`config.mk`:
```
export PLATFORM = sky130hd
export DESIGN_NAME = escaped_frame_port_demux_unit_flat
export DESIGN_NICKNAME = d
export VERILOG_FILES = /design/src/hdl/efpd_pkg.sv /design/src/hdl/efpd_link_if.sv /design/src/hdl/efpd_result_if.sv /design/src/hdl/efpd_queue.sv /design/src/hdl/efpd_front.sv /design/src/hdl/efpd_back.sv /design/src/hdl/escaped_frame_port_demux_unit.sv /design/src/flat_wrapper.sv
export SDC_FILE = /design/constraint.sdc
export NUM_CORES = 1
export LEC_CHECK = 0
export ABC_CLOCK_PERIOD_IN_PS = 13600
export BUFFER_PORTS_ARGS = -buffer_cell sky130_fd_sc_hd__buf_4
export CELL_PAD_IN_SITES_DETAIL_PLACEMENT = 1
export CELL_PAD_IN_SITES_GLOBAL_PLACEMENT = 2
export CORE_UTILIZATION = 50
export DETAILED_ROUTE_END_ITERATION = 10
export GPL_ROUTABILITY_DRIVEN = 1
export PLACE_DENSITY = 0.91
export SYNTH_ARGS = -nofsm -noshare
export SYNTH_HDL_FRONTEND = slang
export SYNTH_SLANG_ARGS = --single-unit
```
`constraint.sdc`:
```
create_clock -name clk -period 13.6 [get_ports clk]
set_clock_uncertainty 0.1 [all_clocks]
set_input_delay 1.36 -clock clk [delete_from_list [all_inputs] [get_ports clk]]
set_output_delay 1.36 -clock clk [all_outputs]
set_load 0.01 [all_outputs]
```
`src/hdl/efpd_pkg.sv`:
```
// Shared types, codes and constants of the escaped frame port demux.
// No dependencies; the modules and the checker import this package.
package efpd_pkg;

	localparam int DEF_MAX_PORTS   = 8;
	localparam int DEF_MAX_PAYLOAD = 32;

	// Payload count field, wide enough for the largest buffer size
	localparam int CNT_W = 6;
	// Queue between front and back; each slot owns one payload bank
	localparam int QDEPTH = 2;
	localparam int SLOT_W = 1;
	localparam int QCNT_W = 2;

	localparam logic [7:0] CH_LT    = 8'h3C; // '<'
	localparam logic [7:0] CH_LBR   = 8'h5B; // '['
	localparam logic [7:0] CH_D     = 8'h44; // 'D'
	localparam logic [7:0] CH_O     = 8'h4F; // 'O'
	localparam logic [7:0] CH_COMMA = 8'h2C; // ','
	localparam logic [7:0] CH_RBR   = 8'h5D; // ']'
	localparam logic [7:0] CH_GT    = 8'h3E; // '>'
	localparam logic [7:0] CH_ONE   = 8'h31; // '1'
	localparam logic [7:0] CH_BSL   = 8'h5C; // backslash
	localparam logic [7:0] CH_SP    = 8'h20; // space
	localparam logic [7:0] CH_PLUS  = 8'h2B; // '+'
	localparam logic [7:0] CH_MINUS = 8'h2D; // '-'
	localparam logic [7:0] CH_ZERO  = 8'h30; // '0'
	localparam logic [7:0] CH_NINE  = 8'h39; // '9'
	localparam logic [7:0] CH_TAB   = 8'h09; // first control white space
	localparam logic [7:0] CH_CR    = 8'h0D; // last control white space

	typedef enum logic [1:0] {
		OP_LINK     = 2'd0,
		OP_OPEN_REQ = 2'd1,
		OP_CLOSED   = 2'd2,
		OP_SENT     = 2'd3
	} op_t;

	typedef enum logic [1:0] {
		K_DATA      = 2'd0,
		K_OPEN_OK   = 2'd1,
		K_OPEN_FAIL = 2'd2,
		K_SUBMIT    = 2'd3
	} kind_t;

	typedef enum logic [2:0] {
		PS_IDLE,
		PS_OPEN,
		PS_CMD,
		PS_PORT,
		PS_DATA,
		PS_END
	} parse_t;

	typedef enum logic [1:0] {
		NS_SKIP,
		NS_DIGITS,
		NS_DONE,
		NS_NEG
	} num_t;

	typedef enum logic [1:0] {
		ST_CLOSED,
		ST_PENDING,
		ST_OPEN
	} pstat_t;

	// Finished frame, handed from front to back
	typedef struct packed {
		logic             is_open;
		logic             open_ok;
		logic [2:0]       port;
		logic [CNT_W-1:0] count;
		logic             submit;
	} frame_cmd_t;

	// Payload buffer write
	typedef struct packed {
		logic              en;
		logic [SLOT_W-1:0] slot;
		logic [CNT_W-1:0]  idx;
		logic [7:0]        data;
	} pay_wr_t;

	// Queue status seen by front and back
	typedef struct packed {
		logic              full;
		logic              empty;
		logic [SLOT_W-1:0] wr_slot;
		logic [SLOT_W-1:0] rd_slot;
	} q_status_t;

endpackage

```
`src/hdl/efpd_link_if.sv`:
```
// Input channel: one link byte or port operation per item.
// Standalone interface, no dependencies.
interface efpd_link_if;
	logic       valid;
	logic       ready;
	logic [1:0] operation;
	logic [7:0] link_byte;
	logic [2:0] port_select;

	modport source (output valid, output operation, output link_byte,
		output port_select, input ready);
	modport sink (input valid, input operation, input link_byte,
		input port_select, output ready);
endinterface

```
`src/hdl/efpd_result_if.sv`:
```
// Output channel: one result item per handshake.
// Standalone interface, no dependencies.
interface efpd_result_if;
	logic       valid;
	logic       ready;
	logic [1:0] kind;
	logic [2:0] port_out;
	logic [7:0] data_byte;
	logic       last;

	modport source (output valid, output kind, output port_out,
		output data_byte, output last, input ready);
	modport sink (input valid, input kind, input port_out,
		input data_byte, input last, output ready);
endinterface

```
`src/hdl/efpd_queue.sv`:
```
// Two-slot queue of finished frames between parser and emitter.
// Depends on efpd_pkg.
module efpd_queue (
	input  logic                   clk,
	input  logic                   arst_n,
	input  logic                   push,
	input  efpd_pkg::frame_cmd_t   push_cmd,
	input  logic                   pop,
	output efpd_pkg::frame_cmd_t   head,
	output efpd_pkg::q_status_t    status
);
	import efpd_pkg::*;

	frame_cmd_t          ent_q [QDEPTH];
	logic [SLOT_W-1:0]   wr_ptr_q;
	logic [SLOT_W-1:0]   rd_ptr_q;
	logic [QCNT_W-1:0]   cnt_q;

	// Store pushed frame
	always_ff @(posedge clk) begin
		if (push) begin
			ent_q[wr_ptr_q] <= push_cmd;
		end
	end

	// Advance pointers and fill count
	always_ff @(posedge clk or negedge arst_n) begin
		if (!arst_n) begin
			wr_ptr_q <= '0;
			rd_ptr_q <= '0;
			cnt_q    <= '0;
		end else begin
			if (push) begin
				wr_ptr_q <= (wr_ptr_q == SLOT_W'(QDEPTH - 1)) ? '0 : wr_ptr_q + 1'b1;
			end
			if (pop) begin
				rd_ptr_q <= (rd_ptr_q == SLOT_W'(QDEPTH - 1)) ? '0 : rd_ptr_q + 1'b1;
			end
			if (push && !pop) begin
				cnt_q <= cnt_q + 1'b1;
			end else if (pop && !push) begin
				cnt_q <= cnt_q - 1'b1;
			end
		end
	end

	assign head           = ent_q[rd_ptr_q];
	assign status.full    = (cnt_q == QCNT_W'(QDEPTH));
	assign status.empty   = (cnt_q == '0);
	assign status.wr_slot = wr_ptr_q;
	assign status.rd_slot = rd_ptr_q;

endmodule

```
`src/hdl/efpd_front.sv`:
```
// Frame parser: accepts items, tracks port state, buffers payload.
// Depends on efpd_pkg and efpd_link_if.
module efpd_front #(
	parameter int MAX_PORTS   = efpd_pkg::DEF_MAX_PORTS,
	parameter int MAX_PAYLOAD = efpd_pkg::DEF_MAX_PAYLOAD
) (
	input  logic                  clk,
	input  logic                  arst_n,
	efpd_link_if.sink             link,
	input  efpd_pkg::q_status_t   qs,
	output logic                  push,
	output efpd_pkg::frame_cmd_t  cmd,
	output efpd_pkg::pay_wr_t     wr
);
	import efpd_pkg::*;

	localparam int PW = (MAX_PORTS > 1) ? $clog2(MAX_PORTS) : 1;

	parse_t            st_q, st_n;
	num_t              ns_q, ns_n;
	logic              esc_q, esc_n;
	logic              is_open_q, is_open_n;
	logic [1:0]        dc_q, dc_n;
	logic [6:0]        pv_q, pv_n;
	logic [CNT_W-1:0]  cnt_q, cnt_n;
	logic              first_one_q, first_one_n;
	pstat_t            stat_q [MAX_PORTS];
	logic [MAX_PORTS-1:0] sent_q;

	logic              acc;
	op_t               op;
	logic [7:0]        c;
	logic              is_digit;
	logic [10:0]       pv_mac;
	logic [PW-1:0]     fidx;
	logic [PW-1:0]     oidx;
	logic              op_port_ok;
	logic              stat_we;
	logic [PW-1:0]     stat_idx;
	pstat_t            stat_val;
	logic              sent_we;
	logic [PW-1:0]     sent_idx;
	logic              sent_val;

	assign link.ready = !qs.full;
	assign acc        = link.valid && link.ready;
	assign op         = op_t'(link.operation);
	assign c          = link.link_byte;
	assign is_digit   = (c >= CH_ZERO) && (c <= CH_NINE);
	assign pv_mac     = {1'b0, pv_q, 3'b000} + {3'b000, pv_q, 1'b0} + {7'd0, c[3:0]};
	assign fidx       = pv_q[PW-1:0];
	assign oidx       = PW'({4'd0, link.port_select});
	assign op_port_ok = ({4'd0, link.port_select} < 7'(MAX_PORTS));

	// Next state of the parser and port table updates
	always_comb begin
		st_n        = st_q;
		ns_n        = ns_q;
		esc_n       = esc_q;
		is_open_n   = is_open_q;
		dc_n        = dc_q;
		pv_n        = pv_q;
		cnt_n       = cnt_q;
		first_one_n = first_one_q;
		push        = 1'b0;
		cmd         = '0;
		wr          = '0;
		stat_we     = 1'b0;
		stat_idx    = fidx;
		stat_val    = ST_CLOSED;
		sent_we     = 1'b0;
		sent_idx    = fidx;
		sent_val    = 1'b0;
		if (acc) begin
			if (op == OP_LINK) begin
				unique case (st_q)
					PS_IDLE: begin
						if (c == CH_LT) st_n = PS_OPEN;
					end
					PS_OPEN: begin
						if (c == CH_LBR) begin
							st_n = PS_CMD;
							dc_n = '0;
							pv_n = '0;
							ns_n = NS_SKIP;
						end else begin
							st_n = PS_IDLE;
						end
					end
					PS_CMD: begin
						if (c == CH_D || c == CH_O) begin
							is_open_n = (c == CH_O);
							st_n      = PS_PORT;
						end else begin
							st_n = PS_IDLE;
						end
					end
					PS_PORT: begin
						if (dc_q[1]) begin
							if (c == CH_COMMA) begin
								// negative non-zero port forces out of range
								if (ns_q == NS_NEG && pv_q != '0) pv_n = 7'h7F;
								cnt_n = '0;
								esc_n = 1'b0;
								st_n  = PS_DATA;
							end else begin
								st_n = PS_IDLE;
							end
						end else begin
							dc_n = dc_q + 1'b1;
							unique case (ns_q)
								NS_SKIP: begin
									if (c == CH_SP || (c >= CH_TAB && c <= CH_CR)) begin
										ns_n = NS_SKIP;
									end else if (c == CH_PLUS) begin
										ns_n = NS_DIGITS;
									end else if (c == CH_MINUS) begin
										ns_n = NS_NEG;
									end else if (is_digit) begin
										pv_n = {3'd0, c[3:0]};
										ns_n = NS_DIGITS;
									end else begin
										ns_n = NS_DONE;
									end
								end
								NS_DIGITS, NS_NEG: begin
									if (is_digit) pv_n = pv_mac[6:0];
									else ns_n = NS_DONE;
								end
								NS_DONE: ns_n = NS_DONE;
							endcase
						end
					end
					PS_DATA: begin
						if (!esc_q && c == CH_BSL) begin
							esc_n = 1'b1;
						end else if (!esc_q && c == CH_RBR) begin
							st_n = PS_END;
						end else begin
							esc_n = 1'b0;
							if (cnt_q < CNT_W'(MAX_PAYLOAD)) begin
								wr.en   = 1'b1;
								wr.slot = qs.wr_slot;
								wr.idx  = cnt_q;
								wr.data = c;
								cnt_n   = cnt_q + 1'b1;
								if (cnt_q == '0) first_one_n = (c == CH_ONE);
							end
						end
					end
					PS_END: begin
						st_n = PS_IDLE;
						if (c == CH_GT && pv_q < 7'(MAX_PORTS)) begin
							cmd.port  = pv_q[2:0];
							cmd.count = cnt_q;
							if (!is_open_q) begin
								// data frame: bytes, then submit unless a send was flagged
								cmd.submit = !sent_q[fidx];
								push       = (cnt_q != '0) || !sent_q[fidx];
								sent_we    = 1'b1;
								sent_val   = 1'b0;
							end else if (stat_q[fidx] == ST_PENDING) begin
								cmd.is_open = 1'b1;
								cmd.open_ok = (cnt_q != '0) && first_one_q;
								push        = 1'b1;
								stat_we     = 1'b1;
								stat_val    = cmd.open_ok ? ST_OPEN : ST_CLOSED;
							end
						end
					end
					default: st_n = PS_IDLE;
				endcase
			end else if (op_port_ok) begin
				stat_idx = oidx;
				sent_idx = oidx;
				unique case (op)
					OP_OPEN_REQ: begin
						stat_we  = 1'b1;
						stat_val = ST_PENDING;
						sent_we  = 1'b1;
						sent_val = 1'b0;
					end
					OP_CLOSED: begin
						stat_we  = 1'b1;
						stat_val = ST_CLOSED;
					end
					OP_SENT: begin
						sent_we  = 1'b1;
						sent_val = 1'b1;
					end
					default: ;
				endcase
			end
		end
	end

	// Parser and port table registers
	always_ff @(posedge clk or negedge arst_n) begin
		if (!arst_n) begin
			st_q        <= PS_IDLE;
			ns_q        <= NS_SKIP;
			esc_q       <= 1'b0;
			is_open_q   <= 1'b0;
			dc_q        <= '0;
			pv_q        <= '0;
			cnt_q       <= '0;
			first_one_q <= 1'b0;
			sent_q      <= '0;
			for (int i = 0; i < MAX_PORTS; i++) begin
				stat_q[i] <= ST_CLOSED;
			end
		end else begin
			st_q        <= st_n;
			ns_q        <= ns_n;
			esc_q       <= esc_n;
			is_open_q   <= is_open_n;
			dc_q        <= dc_n;
			pv_q        <= pv_n;
			cnt_q       <= cnt_n;
			first_one_q <= first_one_n;
			if (stat_we) stat_q[stat_idx] <= stat_val;
			if (sent_we) sent_q[sent_idx] <= sent_val;
		end
	end

endmodule

```
`src/hdl/efpd_back.sv`:
```
// Result emitter: payload banks and a two-stage output pipeline.
// Depends on efpd_pkg and efpd_result_if.
module efpd_back #(
	parameter int MAX_PAYLOAD = efpd_pkg::DEF_MAX_PAYLOAD
) (
	input  logic                  clk,
	input  logic                  arst_n,
	input  efpd_pkg::pay_wr_t     wr,
	input  efpd_pkg::frame_cmd_t  head,
	input  efpd_pkg::q_status_t   qs,
	output logic                  pop,
	efpd_result_if.source         result
);
	import efpd_pkg::*;

	localparam int IW    = (MAX_PAYLOAD > 1) ? $clog2(MAX_PAYLOAD) : 1;
	localparam int DEPTH = 1 << (SLOT_W + IW);

	logic [7:0]        mem [DEPTH];
	logic [CNT_W-1:0]  idx_q;

	logic              v_s1;
	kind_t             kind_s1;
	logic [2:0]        port_s1;
	logic              last_s1;
	logic              isdata_s1;
	logic [7:0]        rdata_s1;

	logic              v_s2;
	kind_t             kind_s2;
	logic [2:0]        port_s2;
	logic [7:0]        data_s2;
	logic              last_s2;

	logic              res_data;
	logic              res_last;
	kind_t             res_kind;
	logic              s1_adv;
	logic              issue;

	// Classify the next result of the head frame
	always_comb begin
		res_data = !head.is_open && (idx_q < head.count);
		if (head.is_open) begin
			res_last = 1'b1;
			res_kind = head.open_ok ? K_OPEN_OK : K_OPEN_FAIL;
		end else begin
			res_last = head.submit ? (idx_q == head.count) : (idx_q == head.count - 1'b1);
			res_kind = res_data ? K_DATA : K_SUBMIT;
		end
	end

	assign s1_adv = v_s1 && (!v_s2 || result.ready);
	assign issue  = !qs.empty && (!v_s1 || s1_adv);
	assign pop    = issue && res_last;

	// Payload banks: write from the parser, registered read for the emitter
	always_ff @(posedge clk) begin
		if (wr.en) begin
			mem[{wr.slot, wr.idx[IW-1:0]}] <= wr.data;
		end
		if (issue) begin
			rdata_s1 <= mem[{qs.rd_slot, idx_q[IW-1:0]}];
		end
	end

	// Load result info with the read
	always_ff @(posedge clk) begin
		if (issue) begin
			kind_s1   <= res_kind;
			port_s1   <= head.port;
			last_s1   <= res_last;
			isdata_s1 <= res_data;
		end
		if (s1_adv) begin
			kind_s2 <= kind_s1;
			port_s2 <= port_s1;
			data_s2 <= isdata_s1 ? rdata_s1 : 8'd0;
			last_s2 <= last_s1;
		end
	end

	// Advance result index and stage valids
	always_ff @(posedge clk or negedge arst_n) begin
		if (!arst_n) begin
			idx_q <= '0;
			v_s1  <= 1'b0;
			v_s2  <= 1'b0;
		end else begin
			if (issue) begin
				idx_q <= res_last ? '0 : idx_q + 1'b1;
			end
			if (issue) v_s1 <= 1'b1;
			else if (s1_adv) v_s1 <= 1'b0;
			if (s1_adv) v_s2 <= 1'b1;
			else if (result.ready) v_s2 <= 1'b0;
		end
	end

	assign result.valid     = v_s2;
	assign result.kind      = kind_s2;
	assign result.port_out  = port_s2;
	assign result.data_byte = data_s2;
	assign result.last      = last_s2;

endmodule

```
`src/hdl/escaped_frame_port_demux_unit.sv`:
```
// Top level of the escaped frame port demux: parser, frame queue, emitter.
// Depends on efpd_pkg, efpd_link_if, efpd_result_if and the three submodules.
//
//   channel  dir  handshake    payload
//   link     in   valid/ready  operation, link_byte, port_select
//   result   out  valid/ready  kind, port_out, data_byte, last
//
// The parser takes one item per cycle while the queue is not full. A finished
// frame is queued; the emitter issues one result per cycle while result.ready is
// high, the first passing the queue and both output stages after the closing '>'.
// A data frame of N unescaped bytes takes N+8 input items; with two queue slots
// one frame drains while the next is parsed.
// link.ready drops only while both queue slots (payload banks) hold frames.
// Reset clears parser, port table and queue at once; no clearing pass.
module escaped_frame_port_demux_unit #(
	parameter int MAX_PORTS   = efpd_pkg::DEF_MAX_PORTS,
	parameter int MAX_PAYLOAD = efpd_pkg::DEF_MAX_PAYLOAD
) (
	input  logic          clk,
	input  logic          arst_n,
	efpd_link_if.sink     link,
	efpd_result_if.source result
);
	import efpd_pkg::*;

	frame_cmd_t  push_cmd;
	frame_cmd_t  head;
	q_status_t   qs;
	pay_wr_t     wr;
	logic        push;
	logic        pop;

	efpd_front #(
		.MAX_PORTS   (MAX_PORTS),
		.MAX_PAYLOAD (MAX_PAYLOAD)
	) u_front (
		.clk    (clk),
		.arst_n (arst_n),
		.link   (link),
		.qs     (qs),
		.push   (push),
		.cmd    (push_cmd),
		.wr     (wr)
	);

	efpd_queue u_queue (
		.clk      (clk),
		.arst_n   (arst_n),
		.push     (push),
		.push_cmd (push_cmd),
		.pop      (pop),
		.head     (head),
		.status   (qs)
	);

	efpd_back #(
		.MAX_PAYLOAD (MAX_PAYLOAD)
	) u_back (
		.clk    (clk),
		.arst_n (arst_n),
		.wr     (wr),
		.head   (head),
		.qs     (qs),
		.pop    (pop),
		.result (result)
	);

endmodule

```
`src/flat_wrapper.sv`:
```
// flat-port wrapper written by rule: the top's interface ports become plain ports
module escaped_frame_port_demux_unit_flat import efpd_pkg::*;
#(
	parameter int MAX_PORTS   = efpd_pkg::DEF_MAX_PORTS,
	parameter int MAX_PAYLOAD = efpd_pkg::DEF_MAX_PAYLOAD
)
  (clk, arst_n, link_valid, link_operation, link_link_byte, link_port_select, link_ready, result_valid, result_kind, result_port_out, result_data_byte, result_last, result_ready);
  efpd_link_if link_i ();
  efpd_result_if result_i ();
  input  logic clk;
  input  logic arst_n;
  input wire logic [$bits(link_i.valid)-1:0] link_valid;
  input wire logic [$bits(link_i.operation)-1:0] link_operation;
  input wire logic [$bits(link_i.link_byte)-1:0] link_link_byte;
  input wire logic [$bits(link_i.port_select)-1:0] link_port_select;
  output wire logic [$bits(link_i.ready)-1:0] link_ready;
  output wire logic [$bits(result_i.valid)-1:0] result_valid;
  output wire logic [$bits(result_i.kind)-1:0] result_kind;
  output wire logic [$bits(result_i.port_out)-1:0] result_port_out;
  output wire logic [$bits(result_i.data_byte)-1:0] result_data_byte;
  output wire logic [$bits(result_i.last)-1:0] result_last;
  input wire logic [$bits(result_i.ready)-1:0] result_ready;
  assign link_i.valid = link_valid;
  assign link_i.operation = link_operation;
  assign link_i.link_byte = link_link_byte;
  assign link_i.port_select = link_port_select;
  assign link_ready = link_i.ready;
  assign result_valid = result_i.valid;
  assign result_kind = result_i.kind;
  assign result_port_out = result_i.port_out;
  assign result_data_byte = result_i.data_byte;
  assign result_last = result_i.last;
  assign result_i.ready = result_ready;
  escaped_frame_port_demux_unit #(.MAX_PORTS(MAX_PORTS), .MAX_PAYLOAD(MAX_PAYLOAD)) u_core (.clk(clk), .arst_n(arst_n), .link(link_i), .result(result_i));
endmodule
```
==> reports/results.ini, run 1 <==
[status]
status = finished, final reports clean

[power]
sw_frac_of_total = 0.220
vdd_ir_drop_max_mv = 0.0990
clkPwrFrac = 0.429
power.density_nw_per_um2 = 140
power.internal_w = 0.00316
total_leakage_power_nw = 7.77
switchingPower_w = 0.000889
seq_power_share = 0.526
p_comb_frac = 0.044

[critical_path]
max_stage_delay_ns = 0.97
end_kind = register
crit_fanout = 19
path_class = in -> reg
critPathArrivalTime_ns = 5.00
crit_chain = buf_4, inv_1, ha_1, nand3_1, nor2_2, nand4_1, nor2_1
crit_required_ns = 13.73
ff2ff_path_depth = 6
cp_slowest_cell = nor2_1
worstSetupStartpointType = primary input

[floorplanning]
start_util = 0.506
die_w_um = 230
core_um2 = 51300
pin_count = 33
die_area_um2 = 52800
chipHeight_um = 230
row_count = 83

[logic_synthesis]
yosys-top-cells-area = edfxtp_1 65%, mux4_2 14%, dfrtp_1 5.7%
syn_area_um2 = 26000
synth.most_common_cell = edfxtp_1
synth_nets = 1444
avgSynthCellArea_um2 = 18.5
synth_seq_cells = 624
yosysUniqueCellTypes = 74
yosys_warnings = 0
synth.top_cell.area_share = 0.653
synth_top_cell_by_area = edfxtp_1
ys_seq_area_frac = 0.710
synthArstFlopShare = 0.0946
syn-instance-count = 1402
synth_edf_count = 565
synth_common_cells = 565 x edfxtp_1, 157 x mux4_2, 94 x nor2_1
synth_ff_type = edfxtp_1

[timing]
rsz0062_at_grt = no
whs_ns = 0.304
fmax_mhz = 205
min_period_ns = 4.87
fin_ws_ns = 8.73
slew_violations = 0
fin_crit_sh = 0.358
tightest_slew_ns = 1.20
hold_violations = 0
max_slew_margin = 0.198
setup_viol = 0
tns_ns = 0

[clock_network]
cts_hold_buf = 0
tritoncts = built
numClockSinks = 624
clockBufferDepth = 3
path_clk_slew_ns = 0.07
clockRootBuffer = clkbuf_16
cts_htree_levels = 3
postCtsSetupBuffers = 0
clock_latency_ns = 0.61
cts_buffers = 66
cts_resized = 0

[drt]
wl_per_cell_um = 29.8
route.detailed.drc = 0
routed_wl_um = 64600
initialDrtViolationCount = 1343
via_per_inst = 6.29
ant_nets = 0
via_count = 13700
first_pass_iters = 5

[cells_and_area]
syn_to_final_growth_pct = 11.3
drive_above_1_share = 0.233
final_area_um2 = 28900
insertedDiodeCount = 0
nNetsFinal = 1484

[global_routing]
grt_pass1_vias = 14500
grt_util_all_layers = 0.252
antenna_found_initial = 0
grt_max_degree = 106
grt_pass1_wl_um = 97600
grt.overflow.total = 0

[placed_design]
preCtsSetupSlack_ns = 8.18
dp_hpwl_um = 38900
place_area_um2 = 26800
place_congestion = 0.839
numPortBuffers = 32

[hold_path]
hold_path.class = reg -> reg
min_path_cells = 0

[flow_run]
drv_cap = 0

power groups by stage:
stage / logic, W / clock network [W] / registers [W]
3_5_place_dp: 0.000180 / 0 / 0.00217
6_report: 0.000180 / 0.00174 / 0.00213
4_1_cts: 0.000182 / 0.00176 / 0.00213
2_1_floorplan: 0.000155 / 0 / 0.00214
5_1_grt: 0.000202 / 0.00181 / 0.00213
3_3_place_gp: 0.000174 / 0 / 0.00217
per-stage QoR:
| stage | total power (W) | std cells | util |
|---|---|---|---|
| after floorplan | 0.00230 | 1402 | - |
| after global placement | 0.00234 | 2054 | 0.523 |
| after detailed placement | 0.00235 | 2054 | 0.523 |
| after CTS | 0.00407 | 2171 | 0.563 |
| after global routing | 0.00415 | 2171 | 0.563 |
| final | 0.00405 | 2171 | 0.563 |
critical path, delay by kind of cell:
kind	cells	cell delay, ns
buffers and inverters	2	0.20
AND/OR/NAND/NOR	4	3.21
adder cells (fa/ha/maj)	1	0.22
metal layers:
layer,track usage,wire length [µm]
met1,0.343,26000
met2,0.422,32900
met3,0.0401,3840
met4,0.0784,1800
met5,0,0
placed cells by master (no fill, tap or decap), types with 4 or more instances in the layout:
| master | n |
|---|---|
| nor2_1 | 94 |
| nor3b_1 | 6 |
| clkinv_1 | 14 |
| clkinv_2 | 13 |
| mux2_2 | 30 |
| and2_1 | 22 |
| o211ai_1 | 4 |
| inv_1 | 28 |
| xnor2_1 | 9 |
| clkbuf_16 | 67 |
| buf_4 | 43 |
| and3_1 | 8 |
| o21ai_0 | 15 |
| xor2_1 | 13 |
| ha_1 | 23 |
| edfxtp_1 | 565 |
| nand2b_1 | 10 |
| a21oi_1 | 39 |
| nor3_1 | 14 |
| clkbuf_1 | 9 |
| o22ai_1 | 9 |
| mux4_2 | 157 |
| nand3b_1 | 4 |
| mux2i_1 | 30 |
| nand3_1 | 12 |
| bufinv_16 | 4 |
| a211oi_1 | 20 |
| dfrtp_1 | 54 |
| or4_1 | 5 |
| nand2_1 | 43 |
| nand4b_1 | 5 |
| a21o_1 | 5 |
| nor2b_1 | 25 |
| and2_2 | 7 |
| nand4_1 | 8 |
final cells by class:
cell class                 instances  area, µm²
fill                            4548      22400
multi-input combinational        677       7060
clock inverter                    40        340
inverter                          29        109
tap                              680        851
clock buffer                      77       1720
timing repair buffer              44        343
sequential                       624      18500
worst paths after layout:
path,from,end,slack (ns)
hold reg to reg,u_core.u_back.port_s1[0],u_core.u_back.result.port_out[0],0.30
max in group asynchronous,arst_n,u_core.u_back.idx_q[0],12.09
hold / removal,u_core.u_back.port_s1[0],u_core.u_back.result.port_out[0],0.30
setup / recovery,link_operation[1],u_core.u_back.mem[38][1],8.73
setup reg to reg,u_core.u_queue.cnt_q[1],u_core.u_back.mem[38][1],9.15
min in group asynchronous,arst_n,u_core.u_back.idx_q[3],0.72
kinds of logic after synthesis:
group	after synthesis	synth area share
simple gates	288	0.0591
compound gates	125	0.0316
mux	217	0.161
fa+ha+maj	25	0.0126
xor+xnor	22	0.00742
buf+inv	101	0.0182
flops	624	0.710
sequential cells by signal, indices dropped and copies added, names as in the netlist, 2 cells and up:
signal                          flops
u_core.u_back.result.port_out       3
u_core.u_front.ns_q                 2
u_core.u_back.result.data_byte      8
u_core.u_back.mem                 512
u_core.u_front.dc_q                 2
u_core.u_front.sent_q               8
u_core.u_front.stat_q              16
u_core.u_front.st_q                 3
u_core.u_front.cnt_q                6
u_core.u_back.result.kind           2
u_core.u_queue.cnt_q                2
u_core.u_front.pv_q                 7
u_core.u_back.idx_q                 6
u_core.u_back.rdata_s1              8
u_core.u_back.kind_s1               2
u_core.u_queue.ent_q               24
u_core.u_back.port_s1               3
Power figures use the tool's default switching activity.
==> inputs of run 2 (changes only) <==
--- a/config.mk
+++ b/config.mk
@@ -5,11 +5,12 @@
 export SDC_FILE = /design/constraint.sdc
 export NUM_CORES = 1
 export LEC_CHECK = 0
-export ABC_CLOCK_PERIOD_IN_PS = 13600
+export ABC_AREA = 1
+export ABC_CLOCK_PERIOD_IN_PS = 4760
 export BUFFER_PORTS_ARGS = -buffer_cell sky130_fd_sc_hd__buf_4
 export CELL_PAD_IN_SITES_DETAIL_PLACEMENT = 1
 export CELL_PAD_IN_SITES_GLOBAL_PLACEMENT = 2
-export CORE_UTILIZATION = 50
+export CORE_UTILIZATION = 44
 export DETAILED_ROUTE_END_ITERATION = 10
 export GPL_ROUTABILITY_DRIVEN = 1
 export PLACE_DENSITY = 0.91
==> constraint.sdc (replaced) <==
create_clock -name clk -period 4.76 [get_ports clk]
set_clock_uncertainty 0.1 [all_clocks]
set_input_delay 0.476 -clock clk [delete_from_list [all_inputs] [get_ports clk]]
set_output_delay 0.476 -clock clk [all_outputs]
set_load 0.01 [all_outputs]
==> run 2 against run 1 <==
  * Utilization is 6.2 points lower
  * Combinational power grew to 18 times the previous value
  * Worst setup slack worse by 7.4 ns
  * Clock power grew to 3.0 times the previous value
==> reports/results.ini, run 2 <==
[critical_path]
crit_cells = 9
critPathArrivalTime_ns = 3.72
worstSetupStartpointType = register
reg2reg_to = u_core.u_back.rdata_s1[2]
reg2reg_slack_ns = 1.29
max_stage_delay_ns = 0.75
crit_chain = inv_2, nor2_2, buf_4, a22oi_1, o21ai_0, a21oi_1, nand3_1, nand3_1, nand2_1
path_buf_inv = 2
path_class = reg -> reg
crit_required_ns = 5.01
crit_fanout = 56
r2r_start = u_core.u_back.idx_q[1]
cpMostUsedCell = nand3_1
cp_slowest_cell = dfrtp_4
end_kind = register
crit_family = buffers and inverters
ff2ff_path_depth = 9
crit_end = u_core.u_back.rdata_s1[2]
startpoint = u_core.u_back.idx_q[1]

[floorplanning]
start_util = 0.446
core_um2 = 59100
chipHeight_um = 247
row_count = 89
die_w_um = 247
die_area_um2 = 60900
pin_count = 33

[global_routing]
grt.overflow.total = 0
grt_max_degree = 229
antenna_found_initial = 1
grt_pass1_wl_um = 117000
grt_pass1_vias = 19200
grt_util_all_layers = 0.255

[drt]
routed_wl_um = 77100
wl_per_cell_um = 24.9
route.detailed.drc = 0
ant_nets = 0
initialDrtViolationCount = 1702
first_pass_iters = 6
via_count = 18200
via_per_inst = 5.88

[timing]
tns_ns = 0
min_period_ns = 3.47
fmax_mhz = 288
max_slew_margin = 0.0666
fin_crit_sh = 0.730
setup_viol = 0
rsz0062_at_grt = no
hold_violations = 0
slew_violations = 0
tightest_slew_ns = 1.40

[clock_network]
clockBufferDepth = 3
clock_latency_ns = 0.61
path_clk_slew_ns = 0.06
numClockSinks = 624
clockRootBuffer = clkbuf_16
postCtsSetupBuffers = 0
cts_htree_levels = 3
tritoncts = built
cts_buffers = 68

[logic_synthesis]
synth_seq_cells = 624
synth_ff_type = edfxtp_1
syn-instance-count = 2246
yosys-top-cells-area = edfxtp_1 64%, nor2_1 5.6%, dfrtp_1 5.6%
ys_seq_area_frac = 0.699
synth_edf_count = 565
synth_top_cell_by_area = edfxtp_1
synth_common_cells = 565 x edfxtp_1, 395 x nor2_1, 282 x o21ai_0
synth.most_common_cell = edfxtp_1
synth.top_cell.area_share = 0.643
avgSynthCellArea_um2 = 11.7
yosys_warnings = 0
syn_area_um2 = 26400
yosysUniqueCellTypes = 51
synth_nets = 2288
synthArstFlopShare = 0.0946

[power]
total_leakage_power_nw = 9.19
power.density_nw_per_um2 = 499
vdd_ir_drop_max_mv = 0.514

[placed_design]
numPortBuffers = 32
place_area_um2 = 27400
dp_hpwl_um = 46500
place_congestion = 0.853

[hold_path]
hold_path.class = in -> reg

[cells_and_area]
final_area_um2 = 29600
nFillCells = 6086
layout_common_cells = 565 x edfxtp_1, 385 x nor2_1, 282 x o21ai_0, 253 x nand2_1, 129 x nand3_1
drive_above_1_share = 0.0989
syn_to_final_growth_pct = 12.4
final_common_cell = edfxtp_1
insertedDiodeCount = 0
nNetsFinal = 2312
largest_register_ffs = 512

[flow_run]
drv_cap = 0

[status]
status = finished, final reports clean

## run 2: cell count changes in the layout (fill, tap and decap cells not counted), sizes merged, moves of 34 or more
cell    delta
nand2    +225
o21ai    +286
o211ai    +55
inv       +66
mux4     -157
nor2     +310
nand3    +122
o22ai     +34
## run 2: cells by family (layout without fill, tap and decap cells)
logic type,Yosys count,in the layout,share of synthesized area
multiplexers,1,1,0.000427
AND/OR/NAND/NOR,849,849,0.137
XOR/XNOR,14,14,0.00465
buffers and inverters,219,298,0.0349
adder cells (fa/ha/maj),25,25,0.0124
AO/OA/AOI/OAI,514,514,0.111
flip-flops,624,624,0.699
## run 2: metrics by stage
step / instances / power [W] / util / setup WS, ns / hold WS (ns)
floorplan: 2246 / 0.00843 / - / 1.44 / 0.0804
global placement: 2972 / 0.00941 / 0.464 / 1.26 / 0.313
detailed placement: 2972 / 0.00955 / 0.464 / 1.24 / 0.306
CTS: 3098 / 0.0148 / 0.501 / 1.30 / 0.0724
global route: 3098 / 0.0154 / 0.501 / 1.05 / 0.119
finish: 3098 / 0.0148 / 0.501 / 1.29 / 0.0795
## run 2: tightest hold or removal path, cell delays in order
cell and delay, ns:
buf_4 0.08, inv_1 0.06, nand2_1 0.07, nand2_1 0.05
## run 2: cell type report
cell class	count	area [µm²]	area share
timing repair buffer	69	533	0.0180
multi-input combinational	1403	7080	0.239
inverter	104	395	0.0133
clock buffer	85	1840	0.0620
clock inverter	40	374	0.0126
sequential	624	18500	0.622
tap	773	967	0.0326
## run 2: layer usage
layer	wire, µm	vias up	GRT usage
li1	-	8127	-
met1	31700	9277	0.333
met2	37800	639	0.424
met3	4800	159	0.0399
met4	2780	0	0.105
met5	0	-	0
## run 2: worst min path at each step
stage | cells after the start | endpoint | startpoint
4_1_cts | 4 | u_core.u_back.result.valid | result_ready
3_3_place_gp | 0 | u_core.u_back.result.kind[1] | u_core.u_back.kind_s1[1]
3_5_place_dp | 0 | u_core.u_back.result.port_out[1] | u_core.u_back.port_s1[1]
5_1_grt | 4 | u_core.u_back.result.valid | result_ready
2_1_floorplan | 0 | u_core.u_back.idx_q[0] | arst_n
6_report | 4 | u_core.u_back.result.valid | result_ready
## run 2: power by group
part	leakage (nW)	switching [W]	internal (W)
sequential	4.73	0.000189	0.00613
clock	1.08	0.00221	0.00308
combinational	3.38	0.00236	0.000823
total	9.19	0.00476	0.0100
## run 2: timing repair
item | 4_1_cts | 5_1_grt
resized for setup | 0 | 0
hold buffers | 1 | 0
hold endpoints to repair | 59 | 0
